File: config.mk
export PLATFORM = sky130hd
export DESIGN_NAME = io_board_keyboard_clock_regs_top
export DESIGN_NICKNAME = d
export VERILOG_FILES = /design/src/design/iobkc_pkg.sv /design/src/design/iobkc_core.sv /design/src/design/io_board_keyboard_clock_regs_top.sv
export SDC_FILE = /design/constraint.sdc
export NUM_CORES = 1
export LEC_CHECK = 0
export BUFFER_PORTS_ARGS = -buffer_cell sky130_fd_sc_hd__buf_2
export CAP_MARGIN = 10
export CORE_MARGIN = 1.5
export CORE_UTILIZATION = 53
export CTS_CLUSTER_SIZE = 20
export DETAILED_ROUTE_END_ITERATION = 16
export GPL_TIMING_DRIVEN = 0
export PLACE_DENSITY = 0.76
export SETUP_SLACK_MARGIN = 0.15
export SLEW_MARGIN = 10
export SYNTH_ARGS = -nofsm -noshare
export SYNTH_HDL_FRONTEND = slang
export SYNTH_SLANG_ARGS = --single-unit
export TNS_END_PERCENT = 10
File: constraint.sdc
create_clock -name i_clk -period 3.9 [get_ports i_clk]
set_clock_uncertainty 0.15 [all_clocks]
set_input_delay 0.39 -clock i_clk [delete_from_list [all_inputs] [get_ports i_clk]]
set_output_delay 0.39 -clock i_clk [all_outputs]
set_load 0.005 [all_outputs]
File: src/design/iobkc_pkg.sv
// Shared types, codes and constants of the I/O board keyboard/clock register block.
package iobkc_pkg;

    // Event kinds carried by an input word
    localparam logic [2:0] KIND_BUS_READ   = 3'd0;
    localparam logic [2:0] KIND_BUS_WRITE  = 3'd1;
    localparam logic [2:0] KIND_DISP_READ  = 3'd2;
    localparam logic [2:0] KIND_DISP_WRITE = 3'd3;
    localparam logic [2:0] KIND_TICK       = 3'd4;
    localparam logic [2:0] KIND_CLOCK      = 3'd5;
    localparam logic [2:0] KIND_KEY        = 3'd6;

    // Decoded bus byte offsets (octal)
    localparam logic [7:0] OFS_KBD_LOW   = 8'o100;
    localparam logic [7:0] OFS_KBD_HIGH  = 8'o102;
    localparam logic [7:0] OFS_BEEP      = 8'o110;
    localparam logic [7:0] OFS_KBD_CSR   = 8'o112;
    localparam logic [7:0] OFS_USEC_LOW  = 8'o120;
    localparam logic [7:0] OFS_USEC_HIGH = 8'o122;

    // Configuration register indexes
    localparam logic CFG_IDX_USEC  = 1'b0;
    localparam logic CFG_IDX_FRAME = 1'b1;

    // Configuration reset values
    localparam logic [7:0]  CFG_USEC_RESET  = 8'd5;
    localparam logic [23:0] CFG_FRAME_RESET = 24'd80000;

    // Status bit positions
    localparam int KBD_READY_BIT = 5;
    localparam int CLK_READY_BIT = 6;
    localparam int DISP_FLAG_BIT = 4;
    localparam int DISP_INV_BIT  = 2;

    typedef struct packed {
        logic [7:0]  cycles_per_microsecond;
        logic [23:0] cycles_per_frame;
    } t_cfg;

    typedef struct packed {
        logic [2:0]  kind;
        logic [7:0]  offset;
        logic [31:0] write_data;
        logic [31:0] key_code;
    } t_item;

    typedef struct packed {
        logic [31:0] read_data;
        logic        beep;
        logic        unibus_interrupt;
        logic        display_interrupt;
        logic        inverse_video;
        logic        inverse_video_changed;
    } t_result;

endpackage

File: src/design/iobkc_core.sv
// Register state and single-pass event decode of the I/O board keyboard/clock block.
module iobkc_core (
    input  logic              i_clk,
    input  logic              i_rst_n,
    input  iobkc_pkg::t_cfg   i_cfg,
    input  logic              i_step,
    input  iobkc_pkg::t_item  i_item,
    output iobkc_pkg::t_result o_result
);

    logic [31:0] r_key_scan,  n_key_scan;
    logic [6:0]  r_kbd_stat,  n_kbd_stat;
    logic [31:0] r_usec,      n_usec;
    logic [7:0]  r_prescale,  n_prescale;
    logic [31:0] r_usec_latch, n_usec_latch;
    logic [23:0] r_frame,     n_frame;
    logic [31:0] r_disp,      n_disp;

    logic [7:0]  prescale_inc;
    logic [23:0] frame_inc;

    assign prescale_inc = r_prescale + 8'd1;
    assign frame_inc    = r_frame + 24'd1;

    // Decode one word: next state and its result
    always_comb begin
        n_key_scan   = r_key_scan;
        n_kbd_stat   = r_kbd_stat;
        n_usec       = r_usec;
        n_prescale   = r_prescale;
        n_usec_latch = r_usec_latch;
        n_frame      = r_frame;
        n_disp       = r_disp;
        o_result     = '0;
        case (i_item.kind)
            iobkc_pkg::KIND_BUS_READ: begin
                case (i_item.offset)
                    iobkc_pkg::OFS_KBD_LOW: begin
                        o_result.read_data = {16'd0, r_key_scan[15:0]};
                        n_kbd_stat[iobkc_pkg::KBD_READY_BIT] = 1'b0;
                    end
                    iobkc_pkg::OFS_KBD_HIGH: begin
                        o_result.read_data = {16'd0, r_key_scan[31:16]};
                        n_kbd_stat[iobkc_pkg::KBD_READY_BIT] = 1'b0;
                    end
                    iobkc_pkg::OFS_BEEP: begin
                        o_result.beep = 1'b1;
                    end
                    iobkc_pkg::OFS_KBD_CSR: begin
                        o_result.read_data = {25'd0, r_kbd_stat};
                    end
                    iobkc_pkg::OFS_USEC_LOW: begin
                        n_usec_latch       = r_usec;
                        o_result.read_data = {16'd0, r_usec[15:0]};
                    end
                    iobkc_pkg::OFS_USEC_HIGH: begin
                        o_result.read_data = {16'd0, r_usec_latch[31:16]};
                    end
                    default: begin
                    end
                endcase
            end
            iobkc_pkg::KIND_BUS_WRITE: begin
                if (i_item.offset == iobkc_pkg::OFS_KBD_CSR) begin
                    n_kbd_stat = {r_kbd_stat[6:4], i_item.write_data[3:0]};
                end
            end
            iobkc_pkg::KIND_DISP_READ: begin
                o_result.read_data = r_disp;
            end
            iobkc_pkg::KIND_DISP_WRITE: begin
                o_result.inverse_video_changed =
                    r_disp[iobkc_pkg::DISP_INV_BIT] ^ i_item.write_data[iobkc_pkg::DISP_INV_BIT];
                n_disp = i_item.write_data;
                n_disp[iobkc_pkg::DISP_FLAG_BIT] = 1'b0;
            end
            iobkc_pkg::KIND_TICK: begin
                // advance prescaler; zero or lowered limit fires at once
                if (prescale_inc >= i_cfg.cycles_per_microsecond || prescale_inc == 8'd0) begin
                    n_prescale = 8'd0;
                    n_usec     = r_usec + 32'd1;
                end else begin
                    n_prescale = prescale_inc;
                end
                // advance frame divider
                if (frame_inc >= i_cfg.cycles_per_frame || frame_inc == 24'd0) begin
                    n_frame = 24'd0;
                    n_disp[iobkc_pkg::DISP_FLAG_BIT] = 1'b1;
                end else begin
                    n_frame = frame_inc;
                end
            end
            iobkc_pkg::KIND_CLOCK: begin
                n_kbd_stat[iobkc_pkg::CLK_READY_BIT] = 1'b1;
                o_result.unibus_interrupt = 1'b1;
            end
            iobkc_pkg::KIND_KEY: begin
                n_key_scan = i_item.key_code;
                n_kbd_stat[iobkc_pkg::KBD_READY_BIT] = 1'b1;
            end
            default: begin
            end
        endcase
        o_result.display_interrupt = n_disp[iobkc_pkg::DISP_FLAG_BIT];
        o_result.inverse_video     = n_disp[iobkc_pkg::DISP_INV_BIT];
    end

    // Commit state when the word leaves the input stage
    always_ff @(posedge i_clk) begin
        if (!i_rst_n) begin
            r_key_scan   <= '0;
            r_kbd_stat   <= '0;
            r_usec       <= '0;
            r_prescale   <= '0;
            r_usec_latch <= '0;
            r_frame      <= '0;
            r_disp       <= '0;
        end else if (i_step) begin
            r_key_scan   <= n_key_scan;
            r_kbd_stat   <= n_kbd_stat;
            r_usec       <= n_usec;
            r_prescale   <= n_prescale;
            r_usec_latch <= n_usec_latch;
            r_frame      <= n_frame;
            r_disp       <= n_disp;
        end
    end

    a_clock_sets_ready: assert property (@(posedge i_clk) disable iff (!i_rst_n)
        i_step && i_item.kind == iobkc_pkg::KIND_CLOCK |=> r_kbd_stat[iobkc_pkg::CLK_READY_BIT])
        else $error("clock event did not set clock ready bit");

    a_disp_write_clears_flag: assert property (@(posedge i_clk) disable iff (!i_rst_n)
        i_step && i_item.kind == iobkc_pkg::KIND_DISP_WRITE
        |=> !r_disp[iobkc_pkg::DISP_FLAG_BIT])
        else $error("display write left interrupt flag set");

    a_key_stores_scan: assert property (@(posedge i_clk) disable iff (!i_rst_n)
        i_step && i_item.kind == iobkc_pkg::KIND_KEY
        |=> r_key_scan == $past(i_item.key_code) && r_kbd_stat[iobkc_pkg::KBD_READY_BIT])
        else $error("key event not stored");

    a_idle_holds_count: assert property (@(posedge i_clk) disable iff (!i_rst_n)
        !i_step |=> $stable(r_usec) && $stable(r_disp))
        else $error("state moved without a word");

endmodule

File: src/design/io_board_keyboard_clock_regs_top.sv
// Top level of the I/O board keyboard/clock register block: handshake stages and config.
//
// Input channel (i_valid / o_ready) carries one event word: kind, offset, write data
// and key code. Output channel (o_valid / i_ready) returns exactly one result word per
// input word, in order: read data, beep, unibus interrupt pulse, display interrupt
// level, inverse video level and inverse video change.
// An accepted word sits in the input register; when it advances it is decoded, the
// board state is updated and the result register is loaded. One word is taken every
// cycle while the receiver does not stall.
// The configuration port (i_cfg_we, i_cfg_index, i_cfg_wdata) writes the microsecond
// prescale limit (index 0) or the frame divider limit (index 1); write it
// only while no word is in flight.
// Reset clears all board state and both handshake stages and restores the limits to 5
// and 80000. When the receiver stalls, the result register holds; the input register
// still takes one more word, then o_ready drops until the result drains.
module io_board_keyboard_clock_regs_top (
    input  logic        i_clk,
    input  logic        i_rst_n,
    // event words
    input  logic        i_valid,
    output logic        o_ready,
    input  logic [2:0]  i_kind,
    input  logic [7:0]  i_offset,
    input  logic [31:0] i_write_data,
    input  logic [31:0] i_key_code,
    // result words
    output logic        o_valid,
    input  logic        i_ready,
    output logic [31:0] o_read_data,
    output logic        o_beep,
    output logic        o_unibus_interrupt,
    output logic        o_display_interrupt,
    output logic        o_inverse_video,
    output logic        o_inverse_video_changed,
    // configuration writes
    input  logic        i_cfg_we,
    input  logic        i_cfg_index,
    input  logic [23:0] i_cfg_wdata
);

    iobkc_pkg::t_cfg    r_cfg;
    iobkc_pkg::t_item   r_in;
    logic               r_in_valid;
    iobkc_pkg::t_result r_out;
    logic               r_out_valid;
    iobkc_pkg::t_result result;
    logic               advance;
    logic               in_accept;

    assign advance   = r_in_valid && (!r_out_valid || i_ready);
    assign o_ready   = !r_in_valid || advance;
    assign in_accept = i_valid && o_ready;

    // Write configuration limits
    always_ff @(posedge i_clk) begin
        if (!i_rst_n) begin
            r_cfg.cycles_per_microsecond <= iobkc_pkg::CFG_USEC_RESET;
            r_cfg.cycles_per_frame       <= iobkc_pkg::CFG_FRAME_RESET;
        end else if (i_cfg_we) begin
            case (i_cfg_index)
                iobkc_pkg::CFG_IDX_USEC:  r_cfg.cycles_per_microsecond <= i_cfg_wdata[7:0];
                iobkc_pkg::CFG_IDX_FRAME: r_cfg.cycles_per_frame       <= i_cfg_wdata;
                default: begin
                end
            endcase
        end
    end

    // Hold the input word until it can advance
    always_ff @(posedge i_clk) begin
        if (!i_rst_n) begin
            r_in_valid <= 1'b0;
        end else if (o_ready) begin
            r_in_valid <= i_valid;
        end
    end

    always_ff @(posedge i_clk) begin
        if (in_accept) begin
            r_in.kind       <= i_kind;
            r_in.offset     <= i_offset;
            r_in.write_data <= i_write_data;
            r_in.key_code   <= i_key_code;
        end
    end

    iobkc_core u_core (
        .i_clk    (i_clk),
        .i_rst_n  (i_rst_n),
        .i_cfg    (r_cfg),
        .i_step   (advance),
        .i_item   (r_in),
        .o_result (result)
    );

    // Load the result word; drop valid when taken
    always_ff @(posedge i_clk) begin
        if (!i_rst_n) begin
            r_out_valid <= 1'b0;
        end else if (advance) begin
            r_out_valid <= 1'b1;
        end else if (i_ready) begin
            r_out_valid <= 1'b0;
        end
    end

    always_ff @(posedge i_clk) begin
        if (advance) begin
            r_out <= result;
        end
    end

    assign o_valid                 = r_out_valid;
    assign o_read_data             = r_out.read_data;
    assign o_beep                  = r_out.beep;
    assign o_unibus_interrupt      = r_out.unibus_interrupt;
    assign o_display_interrupt     = r_out.display_interrupt;
    assign o_inverse_video         = r_out.inverse_video;
    assign o_inverse_video_changed = r_out.inverse_video_changed;

    a_accept_fills_stage: assert property (@(posedge i_clk) disable iff (!i_rst_n)
        in_accept |=> r_in_valid)
        else $error("accepted word lost from input stage");

    a_advance_fills_result: assert property (@(posedge i_clk) disable iff (!i_rst_n)
        advance |=> r_out_valid)
        else $error("decoded word produced no result");

    a_stall_blocks_input: assert property (@(posedge i_clk) disable iff (!i_rst_n)
        r_in_valid && r_out_valid && !i_ready |-> !o_ready)
        else $error("input taken while both stages are full");

endmodule
; ---- After elaboration in Yosys (flattened, before gate mapping)
; Cells that the tools add are included.
[word_totals]
ff_bits = 312
in_bits = 105
output_inout_bits = 39
word_cells = 83
[op_classes]
addsub = 3
order_cmp = 2
n_eq_ne = 13
muxes = 14
bitwise_logic = 3
reduce_logical = 24
[op_table]
columns = op, n
row1 = 16-bit case mux with 5 select lines, 1
row2 = 32-bit case mux with 2 select lines, 1
row3 = 8-bit by 7-bit == test with 1-bit output (second input constant), 6
row4 = 32-bit by 1-bit adder with 32-bit output (second input constant), 1
row5 = 24-bit by 1-bit adder with 24-bit output (second input constant), 1
row6 = 24-bit >= comparator, 1
row7 = 24-bit zero test, 1
row8 = 24-bit 2-to-1 mux, 1
row9 = 3-bit AND reduction, 4
row10 = 2-bit AND reduction, 5
row11 = 3-bit == test (second input constant), 3
row12 = 8-bit by 1-bit adder with 8-bit output (second input constant), 1
row13 = 8-bit >= comparator, 1
row14 = 8-bit zero test, 1
row15 = 8-bit 2-to-1 mux, 1
row16 = 3-bit by 2-bit == test with 1-bit output (second input constant), 2
row17 = 1-bit 2-to-1 mux, 6
row18 = 1-bit logical OR, 4
row19 = 1-bit case mux with 2 select lines, 2
row20 = 4-bit AND reduction, 1
row21 = 2-bit nonzero test, 2
row22 = 3-bit by 1-bit == test with 1-bit output (second input constant), 1
row23 = 3-bit zero test, 1
row24 = 3-bit 2-to-1 mux, 1
row25 = 7 further kinds, 10

; ---- Longest topological paths before layout
; Gate-level depths: netlist of run 1.
[logic_depth]
ltp_word = 5
ltp_mapped = 15

; ---- Modules after synthesis
; Synthesis of run 1 repeated with hierarchy kept, for this count alone.
[unflattened]
hier_cells = 1337
hier_area_um2 = 13260.2
[by_module_without_submodules]
columns = mod, instances, cells_per_inst, area_per_inst_um2
row1 = iobkc_core, 1, 1076, 8539.4
row2 = io_board_keyboard_clock_regs_top, 1, 261, 4720.8

; ---- Least setup slack after synthesis of run 1
; OpenSTA, ideal clock, no wires.
[synth_timing]
kind = register -> register
start = register u_core.r_frame[0]
end = register u_core.r_frame[14]
setup_ps = 79
arrival_ps = 3421
required_time_ps = 3671
path_slack_ps = 250
path_stages_with_launch = 15
path_buffers = 1
cell_sequence = dfxtp_1 > nand3_1 > or3_1 > nor3_2 > nand3_1 > xnor2_1 > ha_1 > nand2_1 > nor4_1 > a21boi_0 > a2111oi_0 > o211ai_1 > clkbuf_1 > or3_1 > o211ai_1
[synth_via]
elab_chain_cells = 4
[synth_rtl]
columns = item, line_no
row1 = start: declaration, iobkc_core.sv:16  ; logic [23:0] r_frame, n_frame;
row2 = start signal: assignment, iobkc_core.sv:124  ; r_frame <= n_frame;
row3 = 24-bit by 1-bit adder with 24-bit output (*), iobkc_core.sv:23  ; assign frame_inc = r_frame + 24'd1;
row4 = 24-bit >= comparator or 24-bit zero test (tied branches), iobkc_core.sv:86  ; if (frame_inc >= i_cfg.cycles_per_frame || frame_inc == 24'd0) begin
row5 = 1-bit logical OR, iobkc_core.sv:86
row6 = 24-bit 2-to-1 mux (*), iobkc_core.sv:86
; Mark *: on every way between the ends. The rest lies on a longest branch, timed or not.
; A chain may end at the register's enable or synchronous reset.

; ---- Worst setup path in the final report of run 1
[layout_timing]
start = register u_core.r_frame[2]
end = register u_core.r_frame[8]
; Same word-level chain as after synthesis.

==> key figures, run 1 <==
Status
  • Status: finished, violations left
  • Failing checks: setup timing

Route
  • Initial DRC Count: 996
  • DR pass1 iterations: 6
  • Vias per cell: 5.77
  • DRC: 0
  • Post-DR wirelength/cell: 18.2 um
  • Total number of vias: 11200
  • Post-route ant nets: 0
  • Routed wire length: 35500 um

Synthesis
  • Synth Flop Type: dfxtp_1
  • Synth warn: 0
  • Number of synthesized flops with an enable pin: 111
  • Mapped Area: 0.0127 sq mm
  • Mean Syn Cell Area: 9.77 sq um
  • Sequential area share after synthesis: 55.1%
  • Async set-reset flop share out of synthesis: 0%
  • Yosys reg bits: 295
  • Cells after Synth: 1305
  • Number of library cell types mapped by synthesis: 59
  • Mapped Nets: 1446

Global route
  • Pin count of the biggest net entering global routing: 60
  • All-Layer GR Usage: 26.9%
  • Initial antenna violation count: 1
  • First-pass GRT wire length: 52600 um
  • GR Overflow Total: 0
  • Vias in the first global route: 10400

CTS
  • CTS Buffer Depth: 3
  • Root Buffer Master: clkbuf_16
  • CTS H-Tree Depth: 1
  • Clk sinks: 295
  • Worst-path clk slew: 0.06 ns
  • CTS tree: yes
  • Total CTS buffers: 29
  • Worst skew pair latency: 0.56 ns

Setup path
  • Critical path class: flip-flop to flip-flop
  • Most frequent CP cell: buf_6
  • Worst path bufs/invs: 4
  • Cell family with most CP delay: simple AND/OR/NAND/NOR gates
  • Reg2Reg Setup Slack: -0.1 ns
  • CP Max Fanout: 8
  • Cell with the largest stage delay on the worst path: or3_4
  • CP required: 4.21 ns
  • CP Depth: 16
  • Worst EP arrival: 4.31 ns
  • CP peak stage delay: 0.39 ns
  • Critical Path Start Type: flip-flop
  • CP Capture Type: flip-flop
  • FF-to-FF path depth: 16
  • Crit path cell chain: buf_6 -> nand4_1 -> buf_6 -> or3_4 -> nor3_4 -> buf_6 -> xor2_2 -> ha_1 -> nand4_1 -> nor4_4 -> a21boi_2 -> a2111oi_2 -> o211ai_1 -> clkbuf_8 -> or3_4 -> o21ai_0

STA
  • Worst-Margin Slew: 1.16 ns
  • Rel. slew slack: 21.8%
  • Final setup violation count: 7
  • Final Slew Violations: 0
  • Final min period: 4.00 ns
  • Final hold viol count: 0
  • Hold Slack: 0.0598 ns
  • Total Neg Setup Slack: -0.274 ns
  • Worst setup margin: -0.0962 ns
  • RSZ-0062 raised after global routing: yes
  • Final cycle utilization of the critical path: 102%
  • Fmax: 250 MHz

Layout
  • Nets@finish: 1744
  • Non-filler cells, final: 1947
  • Commonest non-fill, non-tap cell in the layout: nand2_1
  • Most frequent cells in the layout: nand2_1 (277), dfxtp_1 (177), buf_2 (147)
  • Fin util: 69.4%
  • Layout area overhead: 28.2%
  • Ratio of cells with drive above 1 in the final layout: 18.3%

Floorplan
  • Die ar.: 0.0250 sq mm
  • Die W: 158 um
  • Die Y: 158 um
  • # rows: 56
  • Total I/O pin count: 144
  • Core box area: 0.0235 sq mm
  • Initial cell density of the core: 54.1%

Pwr
  • Cell Pwr Density: 396 mW/mm^2
  • Maximum vdd ir drop: 0.000403 V
  • Static Leak: 6.35 nW

Placed design
  • Dpl hpwl: 22500 um
  • PortBufs: 141
  • DP Worst Slack: -0.592 ns
  • Dpl cells: 1766
  • Final RePlAce weighted congestion: 0.903

Min path
  • Worst Hold Class: input pin to flip-flop
  • Hold path depth: 4

Flow run
  • Max-cap violations: 0
per-layer routing:
layer / track usage [%] / up-vias / wire (um)
li1: - / 5200 / -
met1: 33.3 / 5417 / 13900
met2: 47.9 / 515 / 18000
met3: 4.05 / 109 / 2350
met4: 9.21 / 0 / 1280
met5: 0 / - / 0
synthesized netlist by cell type (4+ instances only):
cell	number	area (sq um)
mux4_2	10	225
and3_1	37	231
nand2_1	279	1050
buf_2	9	45.0
nand4_1	26	163
ha_1	36	450
nand2b_1	6	37.5
mux2i_1	17	170
xnor2_1	17	149
a21o_1	13	97.6
nand3_1	34	170
or3_1	29	181
clkbuf_1	61	229
or4_1	4	30.0
clkbuf_2	4	20.0
inv_1	45	169
a32o_1	10	100
o211ai_1	9	67.6
buf_4	5	37.5
nor2b_1	5	31.3
nor4_1	10	62.6
nor3_1	7	35.0
edfxtp_1	111	3330
and4_1	6	52.6
a31oi_1	5	31.3
dfxtp_1	184	3680
a22o_1	13	114
and2_1	6	37.5
or2_2	5	31.3
a21oi_1	148	741
nor2_1	49	184
o22ai_1	6	37.5
o21ai_0	35	175
xor2_1	30	263
power breakdown:
group | switching (mW) | internal, mW | total [mW] | leakage, nW
clock network | 1.19 | 1.49 | 2.68 | 0.445
registers | 0.0400 | 3.29 | 3.33 | 2.58
logic | 0.260 | 0.207 | 0.467 | 3.32
cell type report:
type	count	area [sq um]
inverter	46	173
buffer	82	385
clock buffer	40	797
timing repair buffer	267	1950
fill	1712	7210
clock inverter	14	101
tap	319	399
sequential	295	7030
multi-input combinational	882	5500
antenna	2	5.00
tightest hold or removal path, delay by kind of cell:
family          cells  cell delay (ns)
buf+inv             1             0.08
simple gates        2             0.10
compound gates      1             0.14
flip-flops by register name, indices dropped and copies added, names as in the netlist, 8 cells and up:
name                 cells
u_core.r_key_scan       32
u_core.r_usec           32
r_in                    74
u_core.r_frame          24
r_cfg                   32
o_read_data             32
u_core.r_prescale        8
u_core.r_usec_latch     16
u_core.r_disp           32
worst paths after layout:
kind | from | end
worst max-delay path | u_core.r_frame[2] | u_core.r_frame[8]
worst min-delay path | i_ready | r_in_valid
worst max register to register | u_core.r_frame[2] | u_core.r_frame[8]
worst min register to register | r_cfg[1] | r_cfg[1]
repair_timing:
| item | 4_1_cts | 5_1_grt |
|---|---|---|
| hold buffers | 100 | 0 |
| endpoints found under the hold margin | 108 | 0 |
| pin swaps | 14 | 35 |
| cloned | 0 | 1 |
| setup buffers | 12 | 12 |
| gates resized for setup | 34 | 47 |
| endpoints found under the setup margin | 27 | 54 |
per-stage QoR:
step / total power [mW] / cell area, sq um
final: 6.48 / 16300
after CTS: 6.44 / 16000
after floorplan: 3.57 / 12700
after global placement: 3.71 / 13900
after global routing: 6.64 / 16300
after detailed placement: 3.72 / 13900
kinds of logic after synthesis:
family | synth area share (%)
muxes | 3.19
and+or+nand+nor | 19.2
AOI/OAI and AO/OA | 11.7
DFF | 55.1
buffers and inverters | 4.10
xor gates and xnor gates | 3.23
adders and majority gates | 3.53
Note: power is estimated with default switching activity, not from simulation.
==> run 2, diff against run 1 <==
--- a/config.mk
+++ b/config.mk
@@ -18,4 +18,3 @@
 export SYNTH_ARGS = -nofsm -noshare
 export SYNTH_HDL_FRONTEND = slang
 export SYNTH_SLANG_ARGS = --single-unit
-export TNS_END_PERCENT = 10
==> run 2 against run 1 <==
The run still ends with setup timing left. Power is essentially flat. Die area stayed put. Global-route usage barely moved. Non-clock buffer count up 3. Critical path depth unchanged. Core utilization increased by 0.12 points. Clock power about the same. Count of clock-buffer cells in the layout stayed put. Critical endpoint is now u_core.r_frame[14]. Largest power group unchanged.
==> key figures, run 2 (synthesized netlist as in run 1, its figures left out) <==
Setup path
  • CP required: 4.22 ns
  • Critical path class: flip-flop to flip-flop
  • Critical Path Start Type: flip-flop
  • Worst EP arrival: 4.28 ns
  • CP Capture Type: flip-flop
  • CP Max Fanout: 8

Pwr
  • Logic pwr share: 7.2%
  • Maximum vdd ir drop: 0.000401 V
  • Reg power frac: 51.4%
  • Static Leak: 6.37 nW
  • Final Power: 6.48 mW
  • Cell Pwr Density: 396 mW/mm^2
  • P_int: 4.99 mW
  • Sw frac: 23.0%
  • Clock share of power: 41.4%
  • NetSw: 1.49 mW

STA
  • Fmax: 252 MHz
  • Total Neg Setup Slack: -0.205 ns
  • Rel. slew slack: 24.1%
  • Worst setup margin: -0.0611 ns
  • Final Slew Violations: 0
  • Final min period: 3.96 ns
  • Final hold viol count: 0
  • RSZ-0062 raised after global routing: yes
  • Worst-Margin Slew: 1.12 ns
  • Final setup violation count: 11
  • Final cycle utilization of the critical path: 102%

Floorplan
  • Total I/O pin count: 144
  • Initial cell density of the core: 54.1%
  • Die Y: 158 um
  • Die W: 158 um
  • Die ar.: 0.0250 sq mm
  • Core box area: 0.0235 sq mm
  • # rows: 56

CTS
  • CTS tree: yes
  • Total CTS buffers: 29
  • Root Buffer Master: clkbuf_16
  • Worst skew pair latency: 0.55 ns
  • CTS Buffer Depth: 3
  • Worst-path clk slew: 0.06 ns
  • Clk sinks: 295
  • CTS H-Tree Depth: 1

Global route
  • Pin count of the biggest net entering global routing: 60
  • All-Layer GR Usage: 26.9%
  • Initial antenna violation count: 1
  • GR Overflow Total: 0
  • Vias in the first global route: 10400
  • First-pass GRT wire length: 52600 um

Route
  • Total number of vias: 11200
  • Routed wire length: 35400 um
  • DR pass1 iterations: 6
  • Initial DRC Count: 979
  • DR WL met3: 2410 um
  • Highest metal used: met4
  • Vias per cell: 5.76
  • DRC: 0
  • Met2 WL: 17900 um
  • Post-route ant nets: 0
  • Met1 wire length: 13800 um
  • Post-DR wirelength/cell: 18.2 um

Layout
  • Ratio of cells with drive above 1 in the final layout: 18.5%
  • Commonest non-fill, non-tap cell in the layout: nand2_1
  • Most frequent cells in the layout: nand2_1 (277), dfxtp_1 (177), buf_2 (147)
  • Layout area overhead: 28.4%
  • Nets@finish: 1747
  • Cell area after layout: 0.0164 sq mm
  • Fin util: 69.5%
  • Top reg by flops: r_in
  • Max reg flops: 74

Placed design
  • Final RePlAce weighted congestion: 0.903
  • PortBufs: 141
  • Dpl hpwl: 22500 um
  • Post-DP Area: 0.0139 sq mm

Status
  • Failing checks: setup timing
  • Status: finished, violations left

Flow run
  • Max-cap violations: 0

Min path
  • Worst Hold Class: input pin to flip-flop
run 2: cell types whose count changed in the layout (fill, tap and decap cells not counted):
cell      before  now
buf_4         24   28
clkbuf_4       3    2
o21ai_0       32   31
o21ai_1        0    1
or3_1         26   25
or3_4          3    4
run 2: power groups by stage:
stage / Clock, mW / Combinational (mW) / Sequential, mW
CTS: 2.68 / 0.429 / 3.32
floorplan: 0 / 0.187 / 3.38
finish: 2.68 / 0.469 / 3.33
global placement: 0 / 0.319 / 3.39
global route: 2.80 / 0.504 / 3.33
detailed placement: 0 / 0.331 / 3.39
run 2: cell type report:
cell class                 count  area, sq um
tap                          319          399
sequential                   295         7030
antenna                        2         5.00
timing repair buffer         270         1970
clock buffer                  40          797
buffer                        82          385
clock inverter                14          101
multi-input combinational    882         5500
inverter                      46          173
fill                        1710         7180
run 2: repair_timing:
item,4_1_cts,5_1_grt
buffers inserted,12,15
cloned,0,1
endpoints found under the hold margin,108,0
hold buffers,100,0
setup endpoints to repair,27,47
pin swaps,14,38
gates resized for setup,35,48
run 2: worst paths after layout:
path,cells past startpoint,slack [ns],to,startpoint
worst min register to register,2,0.30,r_cfg[1],r_cfg[1]
worst max register to register,16,-0.06,u_core.r_frame[14],u_core.r_frame[2]
worst max-delay path,16,-0.06,u_core.r_frame[14],u_core.r_frame[2]
worst min-delay path,4,0.20,r_cfg[27],i_cfg_we
run 2: worst max-delay path, cell delays in order, from the launching register on:
cell and delay (ns):
dfxtp_2 0.32, buf_6 0.11, nand4_1 0.16, buf_6 0.19, or3_4 0.40, nor3_4 0.26
buf_6 0.13, xor2_2 0.17, ha_1 0.27, nand4_1 0.17, nor4_4 0.06, a21boi_2 0.16
a2111oi_2 0.34, o211ai_1 0.22, clkbuf_8 0.22, or3_4 0.38, o211ai_1 0.16
run 2: per-layer routing:
layer | vias to the layer above | global-route usage [%]
li1 | 5203 | -
met1 | 5401 | 33.3
met2 | 504 | 47.8
met3 | 122 | 4.05
met4 | 0 | 9.21
met5 | - | 0
run 2: per-stage QoR:
stage	setup WS [ns]	cells	hold WS, ns
floorplan	0.250	1305	0.282
detailed placement	-0.592	1766	0.295
global placement	-0.530	1765	0.287
global route	-0.175	1949	0.213
finish	-0.0611	1950	0.198
CTS	0.154	1932	0.163
==> run 3, diff against run 2 <==
--- a/config.mk
+++ b/config.mk
@@ -7,12 +7,14 @@
 export LEC_CHECK = 0
 export BUFFER_PORTS_ARGS = -buffer_cell sky130_fd_sc_hd__buf_2
 export CAP_MARGIN = 10
+export CELL_PAD_IN_SITES_DETAIL_PLACEMENT = 1
+export CELL_PAD_IN_SITES_GLOBAL_PLACEMENT = 1
 export CORE_MARGIN = 1.5
-export CORE_UTILIZATION = 53
+export CORE_UTILIZATION = 41
 export CTS_CLUSTER_SIZE = 20
 export DETAILED_ROUTE_END_ITERATION = 16
 export GPL_TIMING_DRIVEN = 0
-export PLACE_DENSITY = 0.76
+export PLACE_DENSITY_LB_ADDON = 0.1
 export SETUP_SLACK_MARGIN = 0.15
 export SLEW_MARGIN = 10
 export SYNTH_ARGS = -nofsm -noshare
==> run 3 against run 2 <==
The flow now finishes without violations. Global-route usage decreased by 2.7 points. Power increased by 5.6%. Hold slack got worse by 0.18 ns. Core utilization decreased by 16 points. Critical endpoint is now u_core.r_frame[15]. Largest cell class unchanged. Highest routed layer unchanged.
==> key figures, run 3 (synthesized netlist as in run 1, its figures left out) <==
Setup path
  • Critical path class: flip-flop to flip-flop
  • Critical Path Start Type: flip-flop
  • Cell with the largest stage delay on the worst path: or3_4
  • CP required: 4.16 ns
  • CP Capture Type: flip-flop
  • CP Max Fanout: 10
  • Worst EP arrival: 4.00 ns
  • Most frequent CP cell: buf_6
  • CP peak stage delay: 0.47 ns
  • Crit path cell chain: buf_6 -> nand4_1 -> or3_4 -> nor3_4 -> nand3_2 -> xnor2_2 -> ha_1 -> nand2_2 -> nor4_4 -> a21boi_2 -> a2111oi_2 -> o211ai_1 -> buf_4 -> buf_6 -> nor3_4 -> buf_6 -> a22o_1

Global route
  • GR Overflow Total: 0
  • All-Layer GR Usage: 24.2%
  • Initial antenna violation count: 2
  • First-pass GRT wire length: 59700 um
  • Pin count of the biggest net entering global routing: 47
  • Vias in the first global route: 11000

Route
  • Post-DR wirelength/cell: 19.1 um
  • Routed wire length: 38800 um
  • DR pass1 iterations: 4
  • Post-route ant nets: 0
  • Total number of vias: 10700
  • Vias per cell: 5.28
  • Initial DRC Count: 465
  • DRC: 0

Pwr
  • Sw frac: 23.4%
  • Clock share of power: 44.4%
  • Maximum vdd ir drop: 0.000431 V
  • Reg power frac: 48.7%
  • Logic pwr share: 7.0%
  • Static Leak: 6.42 nW
  • Cell Pwr Density: 414 mW/mm^2
  • P_int: 5.23 mW
  • NetSw: 1.60 mW

Floorplan
  • # rows: 64
  • Total I/O pin count: 144
  • Die Y: 179 um
  • Initial cell density of the core: 41.7%
  • Die ar.: 0.0322 sq mm
  • Die W: 179 um
  • Core box area: 0.0306 sq mm

CTS
  • Clk sinks: 295
  • Worst skew pair latency: 0.52 ns
  • CTS Buffer Depth: 3
  • CTS H-Tree Depth: 2
  • Worst-path clk slew: 0.05 ns
  • Total CTS buffers: 35
  • CTS tree: yes
  • Root Buffer Master: clkbuf_16

Layout
  • Nets@finish: 1748
  • Commonest non-fill, non-tap cell in the layout: nand2_1
  • Max reg flops: 74
  • Layout area overhead: 29.6%
  • Most frequent cells in the layout: nand2_1 (278), dfxtp_1 (178), buf_2 (148)
  • Top reg by flops: r_in
  • Ratio of cells with drive above 1 in the final layout: 19.1%
  • Fin util: 54.0%

Status
  • Status: completed

STA
  • Hold Slack: 0.0205 ns
  • Final cycle utilization of the critical path: 96.0%
  • Final min period: 3.74 ns
  • Worst setup margin: 0.157 ns
  • Final hold viol count: 0
  • Rel. slew slack: 30.7%
  • RSZ-0062 raised after global routing: yes
  • Fmax: 267 MHz
  • Final Slew Violations: 0
  • Final setup violation count: 0
  • Worst-Margin Slew: 1.03 ns

Placed design
  • PortBufs: 141
  • Final RePlAce weighted congestion: 0.824
  • Dpl hpwl: 26400 um
  • DP Worst Slack: -0.735 ns

Min path
  • Worst Hold Class: input pin to flip-flop

Flow run
  • Max-cap violations: 0
-- run 3: cell count changes in the layout (fill, tap and decap cells not counted), sizes merged --
cell and change:
bufinv -1, clkbuf +2, clkinv +6, diode -1, dlygate4sd3 -4, inv +1
-- run 3: path summary, 6_finish.rpt --
kind	endpoint	cells after the start	from	slack, ns
min reg2reg	u_core.r_key_scan[26]	2	u_core.r_key_scan[26]	0.30
min	r_cfg[20]	3	i_cfg_wdata[20]	0.02
max reg2reg	u_core.r_frame[15]	17	u_core.r_frame[4]	0.16
max	u_core.r_frame[15]	17	u_core.r_frame[4]	0.16
-- run 3: routing by layer --
| layer | global-route usage, % | wire, um |
|---|---|---|
| met1 | 31.2 | 17400 |
| met2 | 42.1 | 19300 |
| met3 | 3.75 | 1370 |
| met4 | 6.10 | 710 |
| met5 | 0 | 0 |
-- run 3: power groups by stage --
stage | clock [mW] | sequential, mW | combinational [mW]
6_report | 3.03 | 3.33 | 0.476
5_1_grt | 3.23 | 3.33 | 0.520
4_1_cts | 3.10 | 3.33 | 0.457
3_5_place_dp | 0 | 3.39 | 0.348
3_3_place_gp | 0 | 3.40 | 0.336
2_1_floorplan | 0 | 3.38 | 0.187
-- run 3: critical path: cells and delay by family, from the launching register on --
kind                     cells  cell delay [ns]
AO/OA/AOI/OAI                4             0.65
buffers and inverters        4             0.53
AND/OR/NAND/NOR              7             1.49
XOR/XNOR                     1             0.17
flip-flops                   1             0.32
adder cells (fa/ha/maj)      1             0.31
-- run 3: area by class of cell --
cell class,count,area (sq um)
Buffer,82,389
Timing Repair Buffer,265,1920
Clock inverter,20,114
Clock buffer,43,946
Sequential cell,295,7030
Fill cell,3459,14100
Multi-Input combinational cell,882,5450
Antenna cell,1,2.50
Inverter,46,173
Tap cell,396,495
-- run 3: repair_timing --
item                                   in CTS  in global routing
pin swaps                                  12                 29
endpoints found under the hold margin      97                  0
resized for setup                          38                 40
setup buffers                              16                 11
hold buffers                               96                  0
setup endpoints to repair                  42                 55
-- run 3: through the flow --
stage          instances  setup TNS [ns]  area (sq um)  total power, mW
2_1_floorplan       1305               0         12700             3.57
4_1_cts             2018               0         16300             6.88
5_1_grt             2030         -0.0110         16500             7.08
6_report            2030               0         16500             6.84
3_3_place_gp        1842          -10.64         13900             3.73
3_5_place_dp        1843          -12.88         14000             3.74
